### config.mk
export PLATFORM = sky130hd
export DESIGN_NAME = obbot_csr
export DESIGN_NICKNAME = d
export VERILOG_FILES = /design/src/rtl/obbot_pkg.sv /design/src/rtl/obbot_csr.sv
export SDC_FILE = /design/constraint.sdc
export NUM_CORES = 1
export LEC_CHECK = 0
export BUFFER_PORTS_ARGS = -buffer_cell sky130_fd_sc_hd__buf_4
export CAP_MARGIN = 20
export CORE_ASPECT_RATIO = 1.2
export CORE_MARGIN = 2
export CORE_UTILIZATION = 52
export CTS_CLUSTER_DIAMETER = 200
export DETAILED_ROUTE_END_ITERATION = 12
export PLACE_DENSITY = 0.81
export RECOVER_POWER = 100
export SLEW_MARGIN = 20
export SYNTH_ARGS = -nofsm -noshare
export SYNTH_HDL_FRONTEND = slang
export SYNTH_SLANG_ARGS = --single-unit
### constraint.sdc
create_clock -name clock -period 2.25 [get_ports clock]
set_input_delay 0.3375 -clock clock [delete_from_list [all_inputs] [get_ports clock]]
set_output_delay 0.3375 -clock clock [all_outputs]
set_load 0.02 [all_outputs]
### src/rtl/obbot_pkg.sv
// ----------------------------------------------------------------------------
// obbot_pkg
// Shared widths, register codes and stage bundles for the oriented-box
// overlap test.
// ----------------------------------------------------------------------------
package obbot_pkg;

   localparam int AXIS_W    = 16;
   localparam int AXIS_FRAC = AXIS_W - 2;
   localparam int COORD_W   = 20;
   localparam int EXT_W     = 16;
   localparam int SLACK_W   = 14;

   localparam int VEC_A = 3 * AXIS_W;
   localparam int VEC_C = 3 * COORD_W;
   localparam int VEC_E = 3 * EXT_W;

   // datapath widths, all exact
   localparam int D_W    = COORD_W + 1;
   localparam int PAB_W  = 2 * AXIS_W;
   localparam int R_W    = 2 * AXIS_W + 2;
   localparam int RMAG_W = R_W - 1;
   localparam int PDT_W  = D_W + AXIS_W;
   localparam int T_W    = PDT_W + 2;
   localparam int TL_W   = T_W / 2;
   localparam int TH_W   = T_W - TL_W;
   localparam int PH_W   = TH_W + R_W;
   localparam int PL_W   = TL_W + 1 + R_W;
   localparam int TR_W   = T_W + R_W;
   localparam int S_W    = TR_W + 2;
   localparam int PE_W   = EXT_W + RMAG_W;
   localparam int PS_W   = EXT_W + SLACK_W;
   localparam int CMP_W  = S_W + SLACK_W + EXT_W + 4;

   localparam int NUM_AXES = 15;
   localparam int LATENCY  = 8;

   localparam int CSR_AW = 6;
   localparam int CSR_DW = 64;

   typedef enum logic [2:0] {
      REG_AXIS_X = 3'd0,
      REG_AXIS_Y = 3'd1,
      REG_AXIS_Z = 3'd2,
      REG_CENTER = 3'd3,
      REG_HALF   = 3'd4,
      REG_SLACK  = 3'd5
   } csr_reg_type;

   localparam logic [VEC_A-1:0]   AXIS_ONE    = VEC_A'(1) << AXIS_FRAC;
   localparam logic [VEC_A-1:0]   RST_AXIS_X  = AXIS_ONE;
   localparam logic [VEC_A-1:0]   RST_AXIS_Y  = AXIS_ONE << AXIS_W;
   localparam logic [VEC_A-1:0]   RST_AXIS_Z  = AXIS_ONE << (2 * AXIS_W);
   localparam logic [SLACK_W-1:0] RST_SLACK   = SLACK_W'(16);

   typedef struct packed {
      logic [VEC_A-1:0]   axis_x;
      logic [VEC_A-1:0]   axis_y;
      logic [VEC_A-1:0]   axis_z;
      logic [VEC_C-1:0]   center;
      logic [VEC_E-1:0]   half_size;
      logic [SLACK_W-1:0] slack;
   } ref_box_type;

   // rotation stage output: t, r and all extent * |r| products
   typedef struct packed {
      logic                             valid;
      logic [2:0][T_W-1:0]              t;
      logic [2:0][2:0][R_W-1:0]         r;
      logic [2:0][2:0][2:0][PE_W-1:0]   pea;
      logic [2:0][2:0][2:0][PE_W-1:0]   peb;
      logic [2:0][PS_W-1:0]             psa;
      logic [2:0][PS_W-1:0]             psb;
      logic [VEC_E-1:0]                 cand_half;
   } rot_type;

   function automatic logic signed [AXIS_W-1:0] axis_comp(input logic [VEC_A-1:0] v,
                                                          input int k);
      return $signed(v[k*AXIS_W +: AXIS_W]);
   endfunction

   function automatic logic signed [COORD_W-1:0] coord_comp(input logic [VEC_C-1:0] v,
                                                            input int k);
      return $signed(v[k*COORD_W +: COORD_W]);
   endfunction

   function automatic logic [EXT_W-1:0] ext_comp(input logic [VEC_E-1:0] v, input int k);
      return v[k*EXT_W +: EXT_W];
   endfunction

endpackage

### src/rtl/obbot_csr.sv
// ----------------------------------------------------------------------------
// obbot_csr
// Register file holding the reference box and the epsilon.
// ----------------------------------------------------------------------------
module obbot_csr (
   input  logic                          clock,
   input  logic                          reset,
   input  logic                          csr_psel,
   input  logic                          csr_penable,
   input  logic                          csr_pwrite,
   input  logic [obbot_pkg::CSR_AW-1:0]  csr_paddr,
   input  logic [obbot_pkg::CSR_DW-1:0]  csr_pwdata,
   output logic [obbot_pkg::CSR_DW-1:0]  csr_prdata,
   output logic                          csr_pready,
   output obbot_pkg::ref_box_type        ref_box
);
   import obbot_pkg::*;

   ref_box_type ref_ff;
   ref_box_type ref_in;
   csr_reg_type sel;
   logic        wr_en;

   assign sel        = csr_reg_type'(csr_paddr[5:3]);
   assign wr_en      = csr_psel & csr_penable & csr_pwrite;
   assign csr_pready = 1'b1;
   assign ref_box    = ref_ff;

   always_comb begin
      ref_in = ref_ff;
      if (wr_en) begin
         case (sel)
            REG_AXIS_X: ref_in.axis_x    = csr_pwdata[VEC_A-1:0];
            REG_AXIS_Y: ref_in.axis_y    = csr_pwdata[VEC_A-1:0];
            REG_AXIS_Z: ref_in.axis_z    = csr_pwdata[VEC_A-1:0];
            REG_CENTER: ref_in.center    = csr_pwdata[VEC_C-1:0];
            REG_HALF:   ref_in.half_size = csr_pwdata[VEC_E-1:0];
            REG_SLACK:  ref_in.slack     = csr_pwdata[SLACK_W-1:0];
            default:    ref_in = ref_ff;
         endcase
      end
   end

   always_comb begin
      case (sel)
         REG_AXIS_X: csr_prdata = CSR_DW'(ref_ff.axis_x);
         REG_AXIS_Y: csr_prdata = CSR_DW'(ref_ff.axis_y);
         REG_AXIS_Z: csr_prdata = CSR_DW'(ref_ff.axis_z);
         REG_CENTER: csr_prdata = CSR_DW'(ref_ff.center);
         REG_HALF:   csr_prdata = CSR_DW'(ref_ff.half_size);
         REG_SLACK:  csr_prdata = CSR_DW'(ref_ff.slack);
         default:    csr_prdata = '0;
      endcase
   end

   always_ff @(posedge clock) begin
      if (reset) begin
         ref_ff.axis_x    <= RST_AXIS_X;
         ref_ff.axis_y    <= RST_AXIS_Y;
         ref_ff.axis_z    <= RST_AXIS_Z;
         ref_ff.center    <= '0;
         ref_ff.half_size <= '0;
         ref_ff.slack     <= RST_SLACK;
      end else begin
         ref_ff <= ref_in;
      end
   end

endmodule

==> out/metrics.cfg, run 1 <==
[critical_path]
worstSetupPathType=input pin to output port
path_buf_inv=3
rrSetupSlack_ns=1.45
cp_num_cells=6
slowest_stage=mux2_2
r2r_end=ref_box[175]
cp-endpoint=csr_prdata[6]
crit_path_max_fanout=29
crit_start=csr_paddr[4]
cp_data_arrival_time_ns=1.81
path_cells=buf_4 > buf_6 > mux2_2 > a221oi_1 > a21oi_1 > clkbuf_2
cp_top_family=buffers and inverters
worstSetupEndpointType=output port
crit_required_ns=1.91
rr_worst_depth=2
startpoint_type=input pin
slowest_delay_ns=0.37
r2r-start=ref_box[175]

[drt]
vias=12100
viasPerCell=5.93
remaining_drc_errors=0
wl_met1_um=16600
wl_met2_um=20800
postRouteAntennaNets=0
wl_met3_um=3350
drt_iter0_drc=875
wl_um=42700
dr.pass1.iters=5
top_layer=met4
wire_per_inst_um=20.9

[synth]
postSynthCellCount=1373
synthArstFlopShare=0
ys_ff_latch=266
ys_types=32
syn_area_um2=12700
synth.area.top_cells=dfxtp_1 42%, mux2i_1 15%, nand2b_1 10%, mux2_2 5.4%, a21oi_1 4.4%
syn_area_per_cell_um2=9.26
synth_warnings=0
synth-seq-area-share=0.419
yosysTopAreaCell=dfxtp_1
synth_edf_count=0
yosysMostFrequentCell=dfxtp_1
synth_flop_cell=dfxtp_1
synth_top_cells_by_count=266 x dfxtp_1, 204 x nand2b_1, 192 x mux2i_1
synth_top_area_share=0.419

[place]
dp.cells=1994
dpl_cell_area_um2=16000
dp_hpwl_um=28800
port_buffers=393
routabilityCongestion=0.907

[global_routing]
grt_pass1_vias=11600
overflow=0
grt_max_degree=111
antenna_found_initial=1
grt_pass1_wl_um=64000
grt.total_usage=0.309

[sta]
worstMarginPinSlew_ns=1.41
setup_viol=0
max_slew_margin=0.0630
report.final.slew_viol_count=0
skew_ns=0
clock.fmax_ghz=0.466
hold_violations=0
fin_setup_tns_ns=0
post-route-min-period_ns=2.14
grt_setup_unrepaired=false
hold_slack_ns=0.0660
min_period_over_period=0.953

[cells_and_area]
syn2layout_area_growth_pct=22.8
final_nets=1777
drive_gt1_frac=0.144
fin_util=0.651
stdcell_count=2043
largest_register_ff_count=266
final_cell_area_um2=15600

[floorplan]
ioPinCount=406
start_util=0.530
die_h_um=175
design.die.area_um2=25700
coreArea_um2=24000
fp-row-count=62
die_x_um=147

[min_path]
min_path_type=input pin to register

[cts]
ctsResizeCount=0
clkLatencyLatePin_ns=0.53
ctsHoldBuffers=0
cts_tree=yes
clockBufferDepth=3
numCtsBuffers=26
clock-root-buffer=clkbuf_16
cts_setup_buffers=0
clock_sinks=266
htreeDepth=1
clk_pin_slew_worst_paths_ns=0.06

[power_and_ir_drop]
power-per-cell-area_nw_per_um2=668
p_leak_nw=6.39
max-vdd-ir-drop_mv=0.596

[job]
cap_violations=0

[outcome]
status=finished, final reports clean

[final cells by class]
type / instances / area [µm²]
clock buffers: 38 / 797
diodes: 1 / 2.50
clock inverters: 10 / 129
flip-flops and latches: 266 / 5330
inverters: 1 / 3.75
well taps: 320 / 400
multi-input cells: 965 / 6740
fillers: 2227 / 8360
repair buffers: 442 / 2210
[worst min path at each step]
stage	start	endpoint	slack (ns)	cells past startpoint
2_1_floorplan	csr_pwdata[38]	ref_box[100]	0.49	2
3_3_place_gp	ref_box[159]	ref_box[159]	0.47	2
3_5_place_dp	ref_box[219]	ref_box[219]	0.48	2
4_1_cts	csr_pwdata[57]	ref_box[119]	0.06	3
5_1_grt	csr_pwdata[57]	ref_box[119]	0.06	3
6_report	csr_pwdata[57]	ref_box[119]	0.07	3
[report_power, final]
group	internal [W]	switching [W]	leakage (nW)	total, W
Clock	0.00280	0.00186	0.464	0.00466
Sequential	0.00474	0.0000305	2.14	0.00477
Combinational	0.000358	0.000632	3.78	0.000990
Total	0.00790	0.00253	6.39	0.0104
[stage by stage]
stage               setup WS, ns  total power, W
floorplan                  0.310         0.00548
global placement           0.246         0.00591
detailed placement         0.195         0.00592
CTS                        0.178          0.0105
global route              0.0586          0.0107
finish                     0.106          0.0104
[worst min-delay path, stage by stage]
cell     delay [ns]
buf_4          0.11
nand3_1        0.05
a21oi_1        0.05
[metal layers]
metal  global-route usage  vias up
li1                     -     5524
met1                0.370     5857
met2                0.531      607
met3               0.0556      129
met4                0.156        0
met5                    0        -
[layout by cell type, fill, tap and decap left out, drive strengths merged, types with 2 or more instances in the layout]
| cell type | netlist | layout |
|---|---|---|
| and3 | 12 | 12 |
| conb | 2 | 5 |
| o22ai | 6 | 6 |
| nor2b | 4 | 4 |
| inv | 1 | 2 |
| a221oi | 38 | 38 |
| nand3 | 108 | 108 |
| mux2i | 192 | 192 |
| bufinv | 0 | 3 |
| clkbuf | 88 | 369 |
| buf | 56 | 111 |
| mux2 | 61 | 61 |
| o21ai | 110 | 110 |
| a32oi | 3 | 3 |
| a22oi | 20 | 20 |
| nand2b | 204 | 204 |
| nor2 | 44 | 44 |
| dfxtp | 266 | 266 |
| nand2 | 5 | 5 |
| clkinv | 0 | 6 |
| a21oi | 112 | 112 |
| o21a | 33 | 33 |
[cells by family (layout without fill, tap and decap cells)]
| group | count (synthesis) | after routing | share of synthesized area |
|---|---|---|---|
| mux | 254 | 254 | 0.207 |
| simple gates | 384 | 384 | 0.171 |
| buf+inv | 145 | 491 | 0.0522 |
| flops | 266 | 266 | 0.419 |
| other cells | 2 | 6 | 0.000591 |
| compound gates | 322 | 322 | 0.150 |
No activity file was read; power rests on OpenSTA's default activity.
==> inputs of run 2 (changes only) <==
--- a/config.mk
+++ b/config.mk
@@ -5,6 +5,7 @@
 export SDC_FILE = /design/constraint.sdc
 export NUM_CORES = 1
 export LEC_CHECK = 0
+export ABC_AREA = 1
 export BUFFER_PORTS_ARGS = -buffer_cell sky130_fd_sc_hd__buf_4
 export CAP_MARGIN = 20
 export CORE_ASPECT_RATIO = 1.2
==> run 2 against run 1 <==
- sequential power increased by 1%
- final cell count increased by 37%
- critical path depth increased by 2
- sequential cell count unchanged
- final area increased by 2.0%
- wire length increased by 4.4%
==> out/metrics.cfg, run 2 <==
[outcome]
status=finished, final reports clean

[synth]
ys_ff_latch=266  ; unchanged
synth-seq-area-share=0.409  ; -0.0101
ys_types=20  ; -38%
yosysMostFrequentCell=nor2_1
synthArstFlopShare=0  ; unchanged
syn_area_um2=13000  ; +2.5%
synth.area.top_cells=dfxtp_1 41%, nor2_1 18%, nand2_1 17%, nand3_1 10%, inv_1 4.4%
syn_area_per_cell_um2=6.10  ; -34%
synth_edf_count=0  ; unchanged
synth_flop_cell=dfxtp_1
synth_top_area_share=0.409  ; -0.0101
postSynthCellCount=2135  ; +55%
yosysTopAreaCell=dfxtp_1
synth_top_cells_by_count=627 x nor2_1, 592 x nand2_1, 266 x dfxtp_1
synth_warnings=0  ; unchanged

[cells_and_area]
final_nets=2532  ; +42%
syn2layout_area_growth_pct=22.2
n_antenna_cell=0  ; -1
drive_gt1_frac=0.0715  ; -0.0725
fin_util=0.645  ; -0.00615
final_common_cell=nor2_1
stdcell_count=2800  ; +37%
layout_common_cells=624 x nor2_1, 593 x nand2_1, 329 x clkbuf_1
fill_cells=2584  ; +16%
largest_register_ff_count=266  ; unchanged

[global_routing]
grt_max_degree=61  ; -45%
grt_pass1_vias=13500  ; +16%
grt_pass1_wl_um=69500  ; +8.6%
grt.total_usage=0.326  ; +0.0171
overflow=0  ; unchanged
antenna_found_initial=0  ; -1

[sta]
max_slew_margin=0.224  ; +0.161
report.final.slew_viol_count=0  ; unchanged
post-route-min-period_ns=2.11  ; -0.0343 ns
fin_setup_tns_ns=0  ; unchanged
setup_viol=0  ; unchanged
worstMarginPinSlew_ns=1.16  ; -0.242 ns
hold_violations=0  ; unchanged
min_period_over_period=0.938  ; -0.0152
clock.fmax_ghz=0.474  ; +1.6%
skew_ns=0  ; unchanged
grt_setup_unrepaired=false

[cts]
numCtsBuffers=28  ; +7.7%
clock_sinks=266  ; unchanged
clk_pin_slew_worst_paths_ns=0.06  ; about the same
cts_setup_buffers=0  ; unchanged
clockBufferDepth=3  ; unchanged
clkLatencyLatePin_ns=0.54  ; about the same
ctsResizeCount=0  ; unchanged
clock-root-buffer=clkbuf_16
cts_tree=yes
htreeDepth=1  ; unchanged
ctsHoldBuffers=0  ; unchanged

[critical_path]
crit_required_ns=1.91  ; about the same
startpoint_type=input pin
cp_data_arrival_time_ns=1.77  ; -0.04 ns
rrSetupSlack_ns=1.56  ; +0.11 ns
rr_worst_depth=2  ; unchanged
worstSetupPathType=input pin to output port
worstSetupEndpointType=output port
crit_path_max_fanout=18  ; -38%

[place]
port_buffers=393  ; unchanged
dp_hpwl_um=30600  ; +6.1%
routabilityCongestion=0.886  ; -2.2%
dp.cells=2752  ; +38%

[floorplan]
die_x_um=148  ; +1.2%
coreArea_um2=24700  ; +2.9%
fp-row-count=63  ; +1.6%
ioPinCount=406  ; unchanged
die_h_um=177  ; +1.2%
start_util=0.528  ; -0.00235
design.die.area_um2=26300  ; +2.4%

[power_and_ir_drop]
power_frac_comb=0.099  ; +0.004
p_int_w=0.00767  ; -2.8%
p_leak_nw=7.04  ; +10%
power-per-cell-area_nw_per_um2=648  ; -3.1%
clkPwrFrac=0.433  ; -0.014
switching_share=0.255  ; +0.0130
max-vdd-ir-drop_mv=0.626  ; +5.0%
power_w=0.0103  ; -1.2%
seq_power_share=0.468  ; +0.010
p_sw_w=0.00263  ; +4.1%

[drt]
dr.pass1.iters=5  ; unchanged
wire_per_inst_um=15.9  ; -24%
wl_um=44600  ; +4.4%
drt_iter0_drc=1122  ; +28%
vias=14600  ; +20%
postRouteAntennaNets=0  ; unchanged
remaining_drc_errors=0  ; unchanged
viasPerCell=5.21  ; -12%

[min_path]
worstHoldPathCells=3  ; unchanged
min_path_type=input pin to register

[job]
cap_violations=0  ; unchanged

==> run 2: cell count changes after synthesis, moves of 33 or more <==
cell      delta
o21a_1      -33
nor2_1     +583
mux2_2      -61
nand4_1     +59
inv_1      +153
o21ai_0    -106
a21oi_1    -110
mux2i_1    -192
nand2_1    +588
nand3_1    +152
nand2b_1   -204
a221oi_1    -38
==> run 2: cell type report <==
class                      count  area (µm²)  share of cell area
clock buffer                  44         822              0.0517
timing repair buffer         445        2310               0.145
tap                          325         407              0.0256
multi-input combinational   1557        6390               0.402
sequential                   266        5330               0.335
clock inverter                 4        47.5             0.00299
inverter                     159         607              0.0381
==> run 2: worst max-delay path, cell delays in order <==
cell	delay [ns]
buf_4	0.21
inv_2	0.24
clkbuf_1	0.39
nand4_1	0.14
nand2_1	0.13
nor2_1	0.06
nand2_1	0.06
clkbuf_2	0.17
==> run 2: cell families (layout without fill, tap and decap cells) <==
family	after synthesis	after routing	share of synthesized area
DFF	266	266	0.409
and+or+nand+nor	1546	1546	0.485
AOI/OAI and AO/OA	6	6	0.00231
buffers and inverters	315	652	0.104
other	2	5	0.000577
==> run 2: power groups by stage <==
stage | combinational, W | clock [W] | sequential (W)
3_5_place_dp | 0.00107 | 0 | 0.00493
6_report | 0.00102 | 0.00446 | 0.00482
2_1_floorplan | 0.000562 | 0 | 0.00499
5_1_grt | 0.00111 | 0.00469 | 0.00483
4_1_cts | 0.00108 | 0.00450 | 0.00482
3_3_place_gp | 0.00106 | 0 | 0.00492
==> run 2: final timing paths <==
kind	startpoint	end
worst max-delay path	csr_paddr[4]	csr_prdata[10]
worst min-delay path	csr_pwdata[30]	ref_box[200]
worst min register to register	ref_box[115]	ref_box[115]
worst max register to register	ref_box[145]	ref_box[145]
==> run 2: through the flow <==
step | hold WS [ns] | worst slack, ns | area, µm²
finish | 0.0197 | 0.140 | 15900
detailed placement | 0.491 | 0.239 | 16300
CTS | 0.00962 | 0.286 | 17200
floorplan | 0.464 | 0.519 | 13000
global placement | 0.487 | 0.284 | 16300
global route | 0.0181 | 0.106 | 15900
==> run 2: metal layers <==
| metal | routed length [µm] | global-route usage | vias up |
|---|---|---|---|
| li1 | - | - | 7173 |
| met1 | 17000 | 0.382 | 6547 |
| met5 | 0 | 0 | - |
| met2 | 20900 | 0.556 | 705 |
| met4 | 2620 | 0.177 | 0 |
| met3 | 4080 | 0.0707 | 153 |
